<file path="config.mk">
export PLATFORM = sky130hd
export DESIGN_NAME = hblank_vram_dma_engine
export DESIGN_NICKNAME = d
export VERILOG_FILES = /design/src/design/hvdma_pkg.sv /design/src/design/hvdma_csr.sv /design/src/design/hvdma_core.sv /design/src/design/hblank_vram_dma_engine.sv
export VERILOG_INCLUDE_DIRS = /design/src /design/src/design
export SDC_FILE = /design/constraint.sdc
export NUM_CORES = 1
export LEC_CHECK = 0
export ABC_AREA = 1
export ABC_CLOCK_PERIOD_IN_PS = 4320
export BUFFER_PORTS_ARGS = -buffer_cell sky130_fd_sc_hd__buf_2
export CAP_MARGIN = 20
export CELL_PAD_IN_SITES_DETAIL_PLACEMENT = 1
export CELL_PAD_IN_SITES_GLOBAL_PLACEMENT = 1
export CORE_ASPECT_RATIO = 0.6
export CORE_UTILIZATION = 44
export DETAILED_ROUTE_END_ITERATION = 8
export PLACE_DENSITY = 0.83
export SKIP_CTS_REPAIR_TIMING = 1
export SYNTH_ARGS = -nofsm -noshare
export SYNTH_HDL_FRONTEND = slang
export SYNTH_SLANG_ARGS = --single-unit
</file>
<file path="constraint.sdc">
create_clock -name clock -period 4.32 [get_ports clock]
set_input_delay 0.432 -clock clock [delete_from_list [all_inputs] [get_ports clock]]
set_output_delay 0.432 -clock clock [all_outputs]
set_load 0.01 [all_outputs]
</file>
<file path="src/design/hblank_vram_dma_engine_defines.svh">
// assertion macros for the dma engine core
`ifndef HBLANK_VRAM_DMA_ENGINE_DEFINES_SVH
`define HBLANK_VRAM_DMA_ENGINE_DEFINES_SVH

// same-cycle implication, held off during reset
`define HVDMA_ASSERT_IMPLY(label, clk, rst, ante, cons) \
   label: assert property (@(posedge clk) disable iff (rst) (ante) |-> (cons)) \
      else $error("hvdma assertion failed");

// next-cycle implication, held off during reset
`define HVDMA_ASSERT_NEXT(label, clk, rst, ante, cons) \
   label: assert property (@(posedge clk) disable iff (rst) (ante) |=> (cons)) \
      else $error("hvdma assertion failed");

`endif

</file>
<file path="src/design/hvdma_pkg.sv">
`default_nettype none

package hvdma_pkg;

   // item kinds
   localparam logic [1:0] KIND_TICK  = 2'd0;
   localparam logic [1:0] KIND_READ  = 2'd1;
   localparam logic [1:0] KIND_WRITE = 2'd2;

   // register indexes
   localparam logic [2:0] REG_SRC_HI = 3'd0;
   localparam logic [2:0] REG_SRC_LO = 3'd1;
   localparam logic [2:0] REG_DST_HI = 3'd2;
   localparam logic [2:0] REG_DST_LO = 3'd3;
   localparam logic [2:0] REG_CTRL   = 3'd4;

   // memory operations
   localparam logic [1:0] MEM_NONE  = 2'd0;
   localparam logic [1:0] MEM_READ  = 2'd1;
   localparam logic [1:0] MEM_WRITE = 2'd2;

   // csr address width and the single csr index
   localparam int unsigned CsrAddrWidth = 3;
   localparam logic CSR_ENHANCED = 1'b0;

   typedef enum logic [5:0] {
      PH_IDLE        = 6'b000001,
      PH_TERM        = 6'b000010,
      PH_READ        = 6'b000100,
      PH_WRITE       = 6'b001000,
      PH_WAIT_HB     = 6'b010000,
      PH_WAIT_NOT_HB = 6'b100000
   } phase_type;

   typedef struct packed {
      logic [1:0] kind;
      logic [2:0] reg_index;
      logic [7:0] write_value;
      logic       in_hblank;
      logic [7:0] mem_data;
   } item_type;

   typedef struct packed {
      logic [7:0]  reg_read_data;
      logic [1:0]  mem_op;
      logic [15:0] mem_address;
      logic [7:0]  mem_write_data;
      logic [12:0] gdma_cycles_left;
   } result_type;

endpackage

`default_nettype wire

</file>
<file path="src/design/hvdma_csr.sv">
`default_nettype none

module hvdma_csr (
   input  wire logic                              clock,
   input  wire logic                              reset,
   input  wire logic                              psel,
   input  wire logic                              penable,
   input  wire logic                              pwrite,
   input  wire logic [hvdma_pkg::CsrAddrWidth-1:0] paddr,
   input  wire logic [31:0]                       pwdata,
   output logic [31:0]                            prdata,
   output logic                                   pready,
   output logic                                   enhanced_mode
);
   import hvdma_pkg::*;

   logic enhanced_ff;
   logic enhanced_in;
   logic wr_en;

   assign pready = 1'b1;
   assign wr_en  = psel && penable && pwrite && pready;

   always_comb begin
      enhanced_in = enhanced_ff;
      if (wr_en && paddr[CsrAddrWidth-1] == CSR_ENHANCED) begin
         enhanced_in = pwdata[0];
      end
   end

   always_ff @(posedge clock) begin
      if (reset) begin
         enhanced_ff <= 1'b1;
      end else begin
         enhanced_ff <= enhanced_in;
      end
   end

   assign prdata = (paddr[CsrAddrWidth-1] == CSR_ENHANCED) ? {31'd0, enhanced_ff} : 32'd0;
   assign enhanced_mode = enhanced_ff;

endmodule

`default_nettype wire

</file>
<file path="src/design/hvdma_core.sv">
`default_nettype none
`include "hblank_vram_dma_engine_defines.svh"

module hvdma_core (
   input  wire logic                  clock,
   input  wire logic                  reset,
   input  wire logic                  advance,
   input  wire hvdma_pkg::item_type   item,
   input  wire logic                  enhanced_mode,
   output hvdma_pkg::result_type      result
);
   import hvdma_pkg::*;

   logic [7:0]  src_hi_ff, src_hi_in;
   logic [7:0]  src_lo_ff, src_lo_in;
   logic [7:0]  dst_hi_ff, dst_hi_in;
   logic [7:0]  dst_lo_ff, dst_lo_in;
   logic [11:0] bytes_left_ff, bytes_left_in;
   logic        hblank_xfer_ff, hblank_xfer_in;
   logic [4:0]  block_left_ff, block_left_in;
   phase_type   phase_ff, phase_in;
   logic [15:0] src_ptr_ff, src_ptr_in;
   logic [15:0] dst_ptr_ff, dst_ptr_in;

   logic [7:0]  blocks;
   logic [7:0]  start_blocks;
   logic [11:0] bytes_after;
   logic [15:0] dst_next;
   logic [4:0]  block_after;

   always_comb begin
      src_hi_in      = src_hi_ff;
      src_lo_in      = src_lo_ff;
      dst_hi_in      = dst_hi_ff;
      dst_lo_in      = dst_lo_ff;
      bytes_left_in  = bytes_left_ff;
      hblank_xfer_in = hblank_xfer_ff;
      block_left_in  = block_left_ff;
      phase_in       = phase_ff;
      src_ptr_in     = src_ptr_ff;
      dst_ptr_in     = dst_ptr_ff;
      result         = '0;

      blocks       = bytes_left_ff[11:4] - 8'd1;
      start_blocks = {1'b0, item.write_value[6:0]} + 8'd1;
      bytes_after  = bytes_left_ff - 12'd1;
      dst_next     = dst_ptr_ff + 16'd1;
      block_after  = block_left_ff - 5'd1;

      case (item.kind)
         KIND_TICK: begin
            case (phase_ff)
               PH_READ: begin
                  result.mem_op      = MEM_READ;
                  result.mem_address = src_ptr_ff;
                  src_ptr_in         = src_ptr_ff + 16'd1;
                  phase_in           = PH_WRITE;
               end
               PH_WRITE: begin
                  if (bytes_left_ff == 12'd0) begin
                     phase_in = PH_IDLE;
                  end else begin
                     result.mem_op         = MEM_WRITE;
                     result.mem_address    = dst_ptr_ff;
                     result.mem_write_data = item.mem_data;
                     dst_ptr_in            = dst_next;
                     bytes_left_in         = bytes_after;
                     // address registers follow the live pointers
                     src_hi_in             = src_ptr_ff[15:8];
                     src_lo_in             = src_ptr_ff[7:0];
                     dst_hi_in             = dst_next[15:8];
                     dst_lo_in             = dst_next[7:0];
                     if (hblank_xfer_ff) begin
                        block_left_in = block_after;
                     end
                     if (hblank_xfer_ff && block_after == 5'd0 && bytes_after != 12'd0) begin
                        phase_in = PH_WAIT_NOT_HB;
                     end else if (bytes_after == 12'd0) begin
                        phase_in = PH_IDLE;
                     end else begin
                        phase_in = PH_READ;
                     end
                  end
               end
               PH_WAIT_HB: begin
                  if (item.in_hblank) begin
                     phase_in      = PH_READ;
                     block_left_in = 5'd16;
                  end
               end
               PH_WAIT_NOT_HB: begin
                  if (!item.in_hblank) begin
                     phase_in = PH_WAIT_HB;
                  end
               end
               default: begin
               end
            endcase
         end
         KIND_READ: begin
            if (!enhanced_mode || item.reg_index != REG_CTRL) begin
               result.reg_read_data = 8'hFF;
            end else begin
               case (phase_ff)
                  PH_IDLE: result.reg_read_data = 8'hFF;
                  PH_TERM: result.reg_read_data = blocks | 8'h80;
                  default: result.reg_read_data = blocks;
               endcase
            end
         end
         KIND_WRITE: begin
            if (enhanced_mode) begin
               case (item.reg_index)
                  REG_SRC_HI: src_hi_in = item.write_value;
                  REG_SRC_LO: src_lo_in = item.write_value;
                  REG_DST_HI: dst_hi_in = item.write_value;
                  REG_DST_LO: dst_lo_in = item.write_value;
                  REG_CTRL: begin
                     if ((phase_ff inside {PH_IDLE, PH_TERM}) ||
                         (hblank_xfer_ff && item.write_value[7])) begin
                        bytes_left_in  = {start_blocks, 4'd0};
                        hblank_xfer_in = item.write_value[7];
                        src_ptr_in     = {src_hi_ff, src_lo_ff[7:4], 4'd0};
                        dst_ptr_in     = {3'b100, dst_hi_ff[4:0], dst_lo_ff[7:4], 4'd0};
                        phase_in       = item.write_value[7] ? PH_WAIT_HB : PH_READ;
                     end else if (hblank_xfer_ff) begin
                        phase_in = PH_TERM;
                     end
                  end
                  default: begin
                  end
               endcase
            end
         end
         default: begin
         end
      endcase

      result.gdma_cycles_left = (hblank_xfer_in || bytes_left_in == 12'd0) ? 13'd0
                                : {bytes_left_in, 1'b0};
   end

   always_ff @(posedge clock) begin
      if (reset) begin
         src_hi_ff      <= 8'd0;
         src_lo_ff      <= 8'd0;
         dst_hi_ff      <= 8'd0;
         dst_lo_ff      <= 8'd0;
         bytes_left_ff  <= 12'd0;
         hblank_xfer_ff <= 1'b0;
         block_left_ff  <= 5'd0;
         phase_ff       <= PH_IDLE;
         src_ptr_ff     <= 16'd0;
         dst_ptr_ff     <= 16'd0;
      end else if (advance) begin
         src_hi_ff      <= src_hi_in;
         src_lo_ff      <= src_lo_in;
         dst_hi_ff      <= dst_hi_in;
         dst_lo_ff      <= dst_lo_in;
         bytes_left_ff  <= bytes_left_in;
         hblank_xfer_ff <= hblank_xfer_in;
         block_left_ff  <= block_left_in;
         phase_ff       <= phase_in;
         src_ptr_ff     <= src_ptr_in;
         dst_ptr_ff     <= dst_ptr_in;
      end
   end

   // a read request is only ever pending with bytes still to move
   `HVDMA_ASSERT_IMPLY(a_read_has_bytes, clock, reset, phase_ff == PH_READ, bytes_left_ff != 12'd0)
   // an hblank block never holds more than sixteen bytes
   `HVDMA_ASSERT_IMPLY(a_block_bound, clock, reset, 1'b1, block_left_ff <= 5'd16)
   // a byte write is never followed by another write without a read
   `HVDMA_ASSERT_NEXT(a_write_leaves, clock, reset,
      advance && item.kind == KIND_TICK && phase_ff == PH_WRITE, phase_ff != PH_WRITE)

endmodule

`default_nettype wire

</file>
<file path="src/design/hblank_vram_dma_engine.sv">
// channel   direction   handshake               payload
// req       in          req_valid / req_ready   kind, reg_index, write_value, in_hblank, mem_data
// rsp       out         rsp_valid / rsp_ready   reg_read_data, mem_op, mem_address, ...
// csr       in/out      psel, penable, pready   paddr, pwdata, prdata (enhanced_mode)
//
// one item per cycle sustained while rsp_ready is high; an item passes from req to rsp
// through the input register, then the engine step into the result register
// the engine state updates when an item moves from the input to the result register
// req_ready stays high while the result register is empty or being drained
// synchronous active-high reset clears the engine to idle with enhanced_mode set
`default_nettype none

module hblank_vram_dma_engine (
   input  wire logic                              clock,
   input  wire logic                              reset,
   input  wire logic                              req_valid,
   output logic                                   req_ready,
   input  wire logic [1:0]                        req_kind,
   input  wire logic [2:0]                        req_reg_index,
   input  wire logic [7:0]                        req_write_value,
   input  wire logic                              req_in_hblank,
   input  wire logic [7:0]                        req_mem_data,
   output logic                                   rsp_valid,
   input  wire logic                              rsp_ready,
   output logic [7:0]                             rsp_reg_read_data,
   output logic [1:0]                             rsp_mem_op,
   output logic [15:0]                            rsp_mem_address,
   output logic [7:0]                             rsp_mem_write_data,
   output logic [12:0]                            rsp_gdma_cycles_left,
   input  wire logic                              psel,
   input  wire logic                              penable,
   input  wire logic                              pwrite,
   input  wire logic [hvdma_pkg::CsrAddrWidth-1:0] paddr,
   input  wire logic [31:0]                       pwdata,
   output logic [31:0]                            prdata,
   output logic                                   pready
);
   import hvdma_pkg::*;

   logic       in_valid_ff, in_valid_in;
   item_type   item_ff;
   logic       out_valid_ff, out_valid_in;
   result_type result_ff;
   result_type step_result;
   logic       advance;
   logic       enhanced_mode;

   hvdma_csr u_csr (
      .clock         (clock),
      .reset         (reset),
      .psel          (psel),
      .penable       (penable),
      .pwrite        (pwrite),
      .paddr         (paddr),
      .pwdata        (pwdata),
      .prdata        (prdata),
      .pready        (pready),
      .enhanced_mode (enhanced_mode)
   );

   hvdma_core u_core (
      .clock         (clock),
      .reset         (reset),
      .advance       (advance),
      .item          (item_ff),
      .enhanced_mode (enhanced_mode),
      .result        (step_result)
   );

   assign advance   = in_valid_ff && (!out_valid_ff || rsp_ready);
   assign req_ready = !in_valid_ff || advance;

   always_comb begin
      in_valid_in  = in_valid_ff;
      out_valid_in = out_valid_ff;
      if (req_valid && req_ready) begin
         in_valid_in = 1'b1;
      end else if (advance) begin
         in_valid_in = 1'b0;
      end
      if (advance) begin
         out_valid_in = 1'b1;
      end else if (rsp_ready) begin
         out_valid_in = 1'b0;
      end
   end

   always_ff @(posedge clock) begin
      if (reset) begin
         in_valid_ff  <= 1'b0;
         out_valid_ff <= 1'b0;
      end else begin
         in_valid_ff  <= in_valid_in;
         out_valid_ff <= out_valid_in;
      end
   end

   always_ff @(posedge clock) begin
      if (req_valid && req_ready) begin
         item_ff.kind        <= req_kind;
         item_ff.reg_index   <= req_reg_index;
         item_ff.write_value <= req_write_value;
         item_ff.in_hblank   <= req_in_hblank;
         item_ff.mem_data    <= req_mem_data;
      end
      if (advance) begin
         result_ff <= step_result;
      end
   end

   assign rsp_valid            = out_valid_ff;
   assign rsp_reg_read_data    = result_ff.reg_read_data;
   assign rsp_mem_op           = result_ff.mem_op;
   assign rsp_mem_address      = result_ff.mem_address;
   assign rsp_mem_write_data   = result_ff.mem_write_data;
   assign rsp_gdma_cycles_left = result_ff.gdma_cycles_left;

endmodule

`default_nettype wire
</file>
[Word-level counts from Yosys, hierarchy flattened]
Cells that the tools add are included.
Storage, ports and cells
  bits in registers: 157
  bits of input ports: 64
Cells by class
  reductions and logical operators: 37
  equality and inequality tests: 30
  muxes and demuxes: 66
  add/sub/neg operators: 6
  bitwise gates (word level): 3
Operators by type and width (count)
  $mux 16: 9
  $mux 8: 13
  $pmux 16 s2: 2
  $pmux 8 s2: 4
  $mux 12: 5
  $mux 6: 8
  $mux 5: 8
  $logic_not 12->1: 3
  $pmux 18 s2: 1
  $reduce_and 6->1: 6
  $add 16x1->16 const B: 2
  $mux 26: 1
  $pmux 12 s2: 1
  $pmux 6 s4: 1
  $ne 2x2->1 const B: 10
  $pmux 5 s2: 2
  $pmux 6 s2: 1
  $reduce_bool 12->1: 1
  $sub 12x1->12 const B: 1
  $reduce_bool 2->1: 5
  $mux 1: 9
  $ne 3x3->1 const B: 3
  $add 7x1->8 const B: 1
  $logic_and 1x1->1: 8
  other kinds (26): 37

[Logic depth before layout (Yosys ltp)]
Gate-level depths: netlist of run 1.
  word-level depth: 9
  depth in mapped cells: 17

[Modules after synthesis]
Synthesis of run 1 repeated with hierarchy kept, for this count alone.
Second synthesis, totals
  cell total of the unflattened synthesis: 1034
  area, all modules: 8011.4 µm²
By module, submodules not included
  hvdma_core: area each 5534.1 µm², cells an instance 907, sequential area each 1541.5 µm², instances 1
  hblank_vram_dma_engine: area each 2163.3 µm², cells an instance 81, sequential area each 2112.0 µm², instances 1
  hvdma_csr: area each 314.1 µm², cells an instance 46, sequential area each 20.0 µm², instances 1

[Worst setup path after synthesis of run 1]
OpenSTA, ideal clock, no wires.
  kind: input-to-reg
  start point: input port rsp_ready
  end point: register u_core.bytes_left_ff[6]
  setup time: 89 ps
  setup slack: 1679 ps
  stages on the path: 7
  data required time: 4231 ps
  data arrival time: 2552 ps
  path through: inv_1 nand2_1 nand2_2 inv_1 clkbuf_1 o21ai_0 a21oi_1
Between the ends
  word-level cells in the longest chain between the ends: 2
Ends and longest elaborated chain
  start: declaration: line hblank_vram_dma_engine.sv:24  | input wire logic rsp_ready,
  $logic_or 1x1->1: line hblank_vram_dma_engine.sv:70  | assign advance = in_valid_ff && (!out_valid_ff || rsp_ready);
  $logic_and 1x1->1: line hblank_vram_dma_engine.sv:70
  net advance: line hblank_vram_dma_engine.sv:45  | logic advance;
  end signal: assignment: line hvdma_core.sv:160  | bytes_left_ff <= bytes_left_in;
  end: declaration: line hvdma_core.sv:18  | logic [11:0] bytes_left_ff, bytes_left_in;
The timed path passes the listed nets, and every way through them passes these cells.
A chain may end at the register's enable or synchronous reset.

[Final worst setup path of run 1]
  start point: register u_core.bytes_left_ff[4]
  end point: register result_ff (netlist bit rsp_gdma_cycles_left[1]) (data pin)
Between the ends
  word-level cells in the longest chain between the ends: 6
Ends and longest elaborated chain
  $sub 12x1->12 (tied with other cells): line hvdma_core.sv:46  | bytes_after = bytes_left_ff - 12'd1;
  $mux 12 (on tied branches): line hvdma_core.sv:60, hvdma_core.sv:113
  $mux 12 (on tied branches): line hvdma_core.sv:52, hvdma_core.sv:112
  $pmux 12 s2 (*): line hvdma_core.sv:50  | case (item.kind)
  $logic_not 12->1: line hvdma_core.sv:139  | result.gdma_cycles_left = (hblank_xfer_in || bytes_left_in == 12'd0) ? 13'd0
  $logic_or 1x1->1: line hvdma_core.sv:139
  end signal: assignment: line hblank_vram_dma_engine.sv:107  | result_ff <= step_result;
  end: declaration: line hblank_vram_dma_engine.sv:43  | result_type result_ff;
Mark *: on every way between the ends. The rest lies on a longest branch, timed or not.

==> impl_metrics.ini, run 1 <==
[status]
status = finished clean

[timing]
relSlewSlack = 0.363
setup_viol = 0
finalCriticalPeriod_ns = 3.29
skew_ns = 0.0135
max_freq_mhz = 304
final.period_utilization = 0.761
rsz0062_at_grt = false
finalSetupTns_ns = 0
setup_ws_ns = 1.03
worst_pin_slew_ns = 0.955
hold_slack_ns = 0.172
hold_viol = 0
drv_slew = 0

[setup_path]
arrival_ns = 3.46
cp.required_ns = 4.50
crit_start = u_core.bytes_left_ff[4]$_SDFFE_PP0P_
path_common_cell = nor2_1
max_stage_delay_ns = 0.42
crit_type = reg2reg
crit_family = simple AND/OR/NAND/NOR gates
path_cells = inv_1 > ha_1 > nand2_1 > nor2_1 > nand3_1 > nand2_2 > inv_2 > nand2_1 > nand2_1 > nor2_1 > nand3_1 > nor2_1 > nand2_2 > nand2_4 > nor2_1
worst_setup_path_start_kind = register
slowest_stage = nor2_1
worstPathMaxFanout = 12
crit_path_end_kind = register
reg2reg_from = u_core.bytes_left_ff[4]$_SDFFE_PP0P_
crit_buf_inv = 2

[cells_and_area]
fin_area_um2 = 8940
post-route-util = 0.514
multi_input_area_um2 = 3530
mostFrequentLayoutCell = nand2_1
nets = 1171
seqCellArea_um2 = 3640
fillers = 2237
diodes = 0
drive_above_1_share = 0.139
area_growth_pct = 12.7
final_cell_mix = 239 x nand2_1, 115 x inv_1, 95 x nor2_1
layout.cells.non_filler = 1344

[global_route]
antenna_found_initial = 0
grt_overflow = 0
gr-usage-all-layers = 0.275
grt_pass1_wl_um = 39000
grt_max_degree = 60
first_global_vias = 7013

[synth]
synth_edf_count = 68
synth-simple-area-share = 0.255
synth_compound_area_frac = 0.137
synth_seq_cells = 148
syn_area_per_cell_um2 = 7.74
ys_top_cells_by_area = edfxtp_1 26%, dfxtp_1 20%, nand2_1 11%, inv_1 5.5%, a21oi_1 5.4%
synth_cells = 1025
synth-seq-area-share = 0.459
ys.flop_type = dfxtp_1
async_flop_share = 0
synth_cell_types = 43
yosysTopAreaCellShare = 0.257
synth_warnings = 0
synth_fa_ha_area_frac = 0.0158
synth_top_family_by_area = simple AND/OR/NAND/NOR gates
synth-xor-area-share = 0.0210
synthMuxAreaShare = 0
netlist_area_um2 = 7930
synth_area_leader_cell = edfxtp_1

[placement]
dpl.cell_count = 1312
hpwl_um = 17900
dp_slack_ns = 1.14
gp_congestion = 0.963
portBuffers = 79
place_area_um2 = 8370

[cts]
clock_latency_ns = 0.43
clkTransAtPathRegs_ns = 0.07
cts_tree = yes
htree_levels = 4
cts_root_buffer = clkbuf_16
cts_made_buffers = 17
ctsLongestPathBuffers = 2
clock_sinks = 148

[route]
final_antenna_net_count = 0
drt-initial-drc-count = 582
vias_per_cell = 5.42
vias = 7289
drc = 0
wl_um = 24800
wire_per_inst_um = 18.5
dr.pass1.iters = 5

[floorplanning]
die_h_um = 106
ios = 146
row_count = 37
core_area_um2 = 17400
initial_core_util = 0.456
die_area_um2 = 18600
die_w_um = 175

[flow_run]
drv_cap = 0

[min_path]
hp-start = req_mem_data[4]
hold_class = in2reg

[power_and_ir_drop]
vdd_drop_max_mv = 0.182
finalPower_mw = 3.47
power_density_nw_per_um2 = 387
p_leak_nw = 3.84
## flip-flops by register name (all words and copies together), names as in the netlist
| register | count |
|---|---|
| in_valid_ff | 1 |
| item_ff | 22 |
| rsp_gdma_cycles_left | 12 |
| rsp_mem_address | 16 |
| rsp_mem_op | 2 |
| rsp_mem_write_data | 8 |
| rsp_reg_read_data | 8 |
| rsp_valid | 1 |
| u_core.block_left_ff | 5 |
| u_core.bytes_left_ff | 12 |
| u_core.dst_hi_ff | 5 |
| u_core.dst_lo_ff | 4 |
| u_core.dst_ptr_ff | 16 |
| u_core.hblank_xfer_ff | 1 |
| u_core.phase_ff | 6 |
| u_core.src_hi_ff | 8 |
| u_core.src_lo_ff | 4 |
| u_core.src_ptr_ff | 16 |
| u_csr.enhanced_mode | 1 |
## power breakdown
group          leakage, nW  total [mW]  switching [mW]  internal, mW
registers             1.31        1.57          0.0482          1.53
logic                 2.25       0.433           0.315         0.118
clock network        0.281        1.46           0.687         0.773
total                 3.84        3.47            1.05          2.42
## path summary, 6_finish.rpt
check                                     endpoint  slack (ns)  cells after the start
max          rsp_gdma_cycles_left[1]$_SDFFCE_PP0P_        1.03                     15
min                           item_ff[4]$_DFFE_PP_        0.17                      1
max reg2reg  rsp_gdma_cycles_left[1]$_SDFFCE_PP0P_        1.03                     15
min reg2reg       u_core.src_lo_ff[7]$_SDFFE_PP0P_        0.45                      2
## cells in the mapped netlist (10+ instances only)
| master | n |
|---|---|
| clkbuf_1 | 19 |
| edfxtp_1 | 68 |
| buf_4 | 36 |
| o21ai_0 | 69 |
| xor2_1 | 14 |
| inv_1 | 116 |
| a31oi_1 | 22 |
| ha_1 | 10 |
| nand2_1 | 239 |
| dfxtp_1 | 80 |
| nor2_1 | 95 |
| nand3_1 | 75 |
| a21oi_1 | 85 |
| nor3_1 | 13 |
## per-layer routing
| metal | vias up | part of all wire | track usage |
|---|---|---|---|
| met2 | 261 | 0.40 | 0.382 |
| met5 | - | 0 | 0 |
| met1 | 3543 | 0.50 | 0.426 |
| met3 | 20 | 0.085 | 0.0587 |
| met4 | 0 | 0.0082 | 0.0683 |
| li1 | 3465 | - | - |
## worst reg2reg max path, delay by kind of cell, from the launching register on
kind	cells	cell delay (ns)
adders and majority gates	1	0.26
buffers and inverters	2	0.44
DFF	1	0.41
and+or+nand+nor	12	1.91
## kinds of logic (layout without fill, tap and decap cells)
kind of cell	after synthesis	after routing
and+or+nand+nor	460	460
AOI/OAI and AO/OA	198	198
buffers and inverters	188	242
DFF	148	148
xor gates and xnor gates	19	19
adders and majority gates	10	10
other	2	33
## cell type report
| class | instances | area share |
|---|---|---|
| clock buffer | 18 | 0.0484 |
| clock inverter | 14 | 0.0154 |
| inverter | 126 | 0.0532 |
| multi-input combinational | 720 | 0.395 |
| sequential | 148 | 0.407 |
| tap | 234 | 0.0327 |
| timing repair buffer | 84 | 0.0484 |
Note: power is estimated with default switching activity, not from simulation.
==> run 2: changes to the inputs <==
--- a/config.mk
+++ b/config.mk
@@ -7,15 +7,15 @@
 export NUM_CORES = 1
 export LEC_CHECK = 0
 export ABC_AREA = 1
-export ABC_CLOCK_PERIOD_IN_PS = 4320
+export ABC_CLOCK_PERIOD_IN_PS = 3100
 export BUFFER_PORTS_ARGS = -buffer_cell sky130_fd_sc_hd__buf_2
 export CAP_MARGIN = 20
 export CELL_PAD_IN_SITES_DETAIL_PLACEMENT = 1
 export CELL_PAD_IN_SITES_GLOBAL_PLACEMENT = 1
 export CORE_ASPECT_RATIO = 0.6
-export CORE_UTILIZATION = 44
+export CORE_UTILIZATION = 41
 export DETAILED_ROUTE_END_ITERATION = 8
-export PLACE_DENSITY = 0.83
+export PLACE_DENSITY = 0.78
 export SKIP_CTS_REPAIR_TIMING = 1
 export SYNTH_ARGS = -nofsm -noshare
 export SYNTH_HDL_FRONTEND = slang
==> constraint.sdc (replaced) <==
create_clock -name clock -period 3.1 [get_ports clock]
set_input_delay 0.31 -clock clock [delete_from_list [all_inputs] [get_ports clock]]
set_output_delay 0.31 -clock clock [all_outputs]
set_load 0.01 [all_outputs]
==> run 2 against run 1 <==
Compared with the run above:
- register-to-register slack worse by 0.54 ns
- critical path depth shrank 1
- clock skew down 0.0047 ns
==> impl_metrics.ini, run 2 (synthesized netlist as in run 1, its figures left out) <==
[timing]
finalCriticalPeriod_ns = 2.61
setup_viol = 0
hold_slack_ns = 0.0481
setup_ws_ns = 0.489
relSlewSlack = 0.364
skew_ns = 0.00876
worst_pin_slew_ns = 0.953
max_freq_mhz = 383
finalSetupTns_ns = 0
drv_slew = 0
rsz0062_at_grt = false
final.period_utilization = 0.842
hold_viol = 0

[global_route]
grt_overflow = 0
grt_pass1_wl_um = 38700
grt_max_degree = 60
antenna_found_initial = 1
first_global_vias = 6895
gr-usage-all-layers = 0.262

[cells_and_area]
nets = 1187
fillers = 2318
area_growth_pct = 14.6
mostFrequentLayoutCell = nand2_1
layout.cells.non_filler = 1366
regMostFlops = item_ff
diodes = 0
largest_reg_flops = 22
final_cell_mix = 239 x nand2_1, 115 x inv_1, 95 x nor2_1
drive_above_1_share = 0.149

[power_and_ir_drop]
vdd_drop_max_mv = 0.392
power_density_nw_per_um2 = 543
p_leak_nw = 3.92

[setup_path]
crit_path_end_kind = register
max_stage_delay_ns = 0.39
reg2reg_slack_ns = 0.49
reg2regPathDepth = 14
path_common_cell = nand2_1
crit_family = simple AND/OR/NAND/NOR gates
r2r-end = rsp_gdma_cycles_left[7]$_SDFFCE_PP0P_
slowest_stage = dfxtp_1
worstPathMaxFanout = 9
reg2reg_from = u_core.bytes_left_ff[0]$_SDFFE_PP0P_
worst_setup_path_start_kind = register
arrival_ns = 2.80
crit_type = reg2reg
path_cells = inv_1 > ha_1 > nand2_1 > nand2_1 > o21ai_0 > nand2_1 > nand3_1 > nand3_1 > nor2_1 > nand2_1 > nor2_1 > nand2_2 > nand2_4 > nor2_1
cp.required_ns = 3.29
crit_buf_inv = 1

[placement]
hpwl_um = 18800
portBuffers = 79
dpl.cell_count = 1334
gp_congestion = 0.940
dp_slack_ns = 0.583

[route]
vias = 7238
dr.pass1.iters = 5
vias_per_cell = 5.30
wire_per_inst_um = 18.4
final_antenna_net_count = 0
drt-initial-drc-count = 612
wl_um = 25100
drc = 0

[flow_run]
drv_cap = 0

[floorplanning]
core_area_um2 = 18500
initial_core_util = 0.429
row_count = 38
ios = 146
die_h_um = 110
die_w_um = 182
die_area_um2 = 19900

[cts]
cts_root_buffer = clkbuf_16
clkTransAtPathRegs_ns = 0.06
cts_made_buffers = 17
cts_tree = yes
clock_latency_ns = 0.43
htree_levels = 4
ctsLongestPathBuffers = 2
clock_sinks = 148

[status]
status = finished clean

[min_path]
hp-start = req_write_value[6]
whs_endpoint = item_ff[15]$_DFFE_PP_
hold_depth = 1
hold_class = in2reg
run 2: cell type report:
cell class              instances  area [um2]  share of cell area
flip-flops and latches        148        3640               0.401
multi-input cells             720        3530               0.388
repair buffers                100         553              0.0608
inverters                     126         475              0.0523
clock buffers                  18         429              0.0472
well taps                     240         300              0.0330
clock inverters                14         160              0.0176
run 2: how the worst max path moves through the flow:
| stage | start | endpoint | slack [ns] | cells after the start |
|---|---|---|---|---|
| after floorplan | rsp_valid$_SDFFE_PP0P_ | u_core.bytes_left_ff[6]$_SDFFE_PP0P_ | 0.57 | 6 |
| after global placement | u_core.bytes_left_ff[0]$_SDFFE_PP0P_ | rsp_gdma_cycles_left[8]$_SDFFCE_PP0P_ | 0.67 | 14 |
| after detailed placement | u_core.bytes_left_ff[0]$_SDFFE_PP0P_ | rsp_gdma_cycles_left[9]$_SDFFCE_PP0P_ | 0.58 | 14 |
| after CTS | u_core.bytes_left_ff[0]$_SDFFE_PP0P_ | rsp_gdma_cycles_left[9]$_SDFFCE_PP0P_ | 0.57 | 14 |
| after global routing | u_core.bytes_left_ff[0]$_SDFFE_PP0P_ | rsp_gdma_cycles_left[7]$_SDFFCE_PP0P_ | 0.24 | 14 |
| final | u_core.bytes_left_ff[0]$_SDFFE_PP0P_ | rsp_gdma_cycles_left[7]$_SDFFCE_PP0P_ | 0.49 | 14 |
run 2: routing by layer:
metal	GRT usage	share of wire	wire length [um]
met4	0.0630	0.0080	201
met5	0	0	0
met2	0.346	0.39	9670
met1	0.406	0.51	12800
met3	0.0762	0.096	2410
run 2: worst reg2reg max path, stage by stage, from the launching register on:
cell and delay (ns):
dfxtp_1 0.39, inv_1 0.14, ha_1 0.27, nand2_1 0.10, nand2_1 0.13, o21ai_0 0.39, nand2_1 0.09, nand3_1 0.08
nand3_1 0.15, nor2_1 0.15, nand2_1 0.06, nor2_1 0.12, nand2_2 0.08, nand2_4 0.13, nor2_1 0.07
run 2: metrics by stage:
stage,power (mW),util,area [um2]
finish,4.93,0.492,9090
detailed placement,2.84,0.460,8500
floorplan,2.64,-,8050
global route,5.12,0.492,9090
CTS,4.96,0.492,9090
global placement,2.82,0.460,8500
run 2: power breakdown:
group          internal [mW]  switching (mW)  leakage [nW]  total [mW]
registers               2.13          0.0627          1.31        2.19
clock network           1.26           0.864         0.287        2.12
logic                  0.179           0.442          2.32       0.621
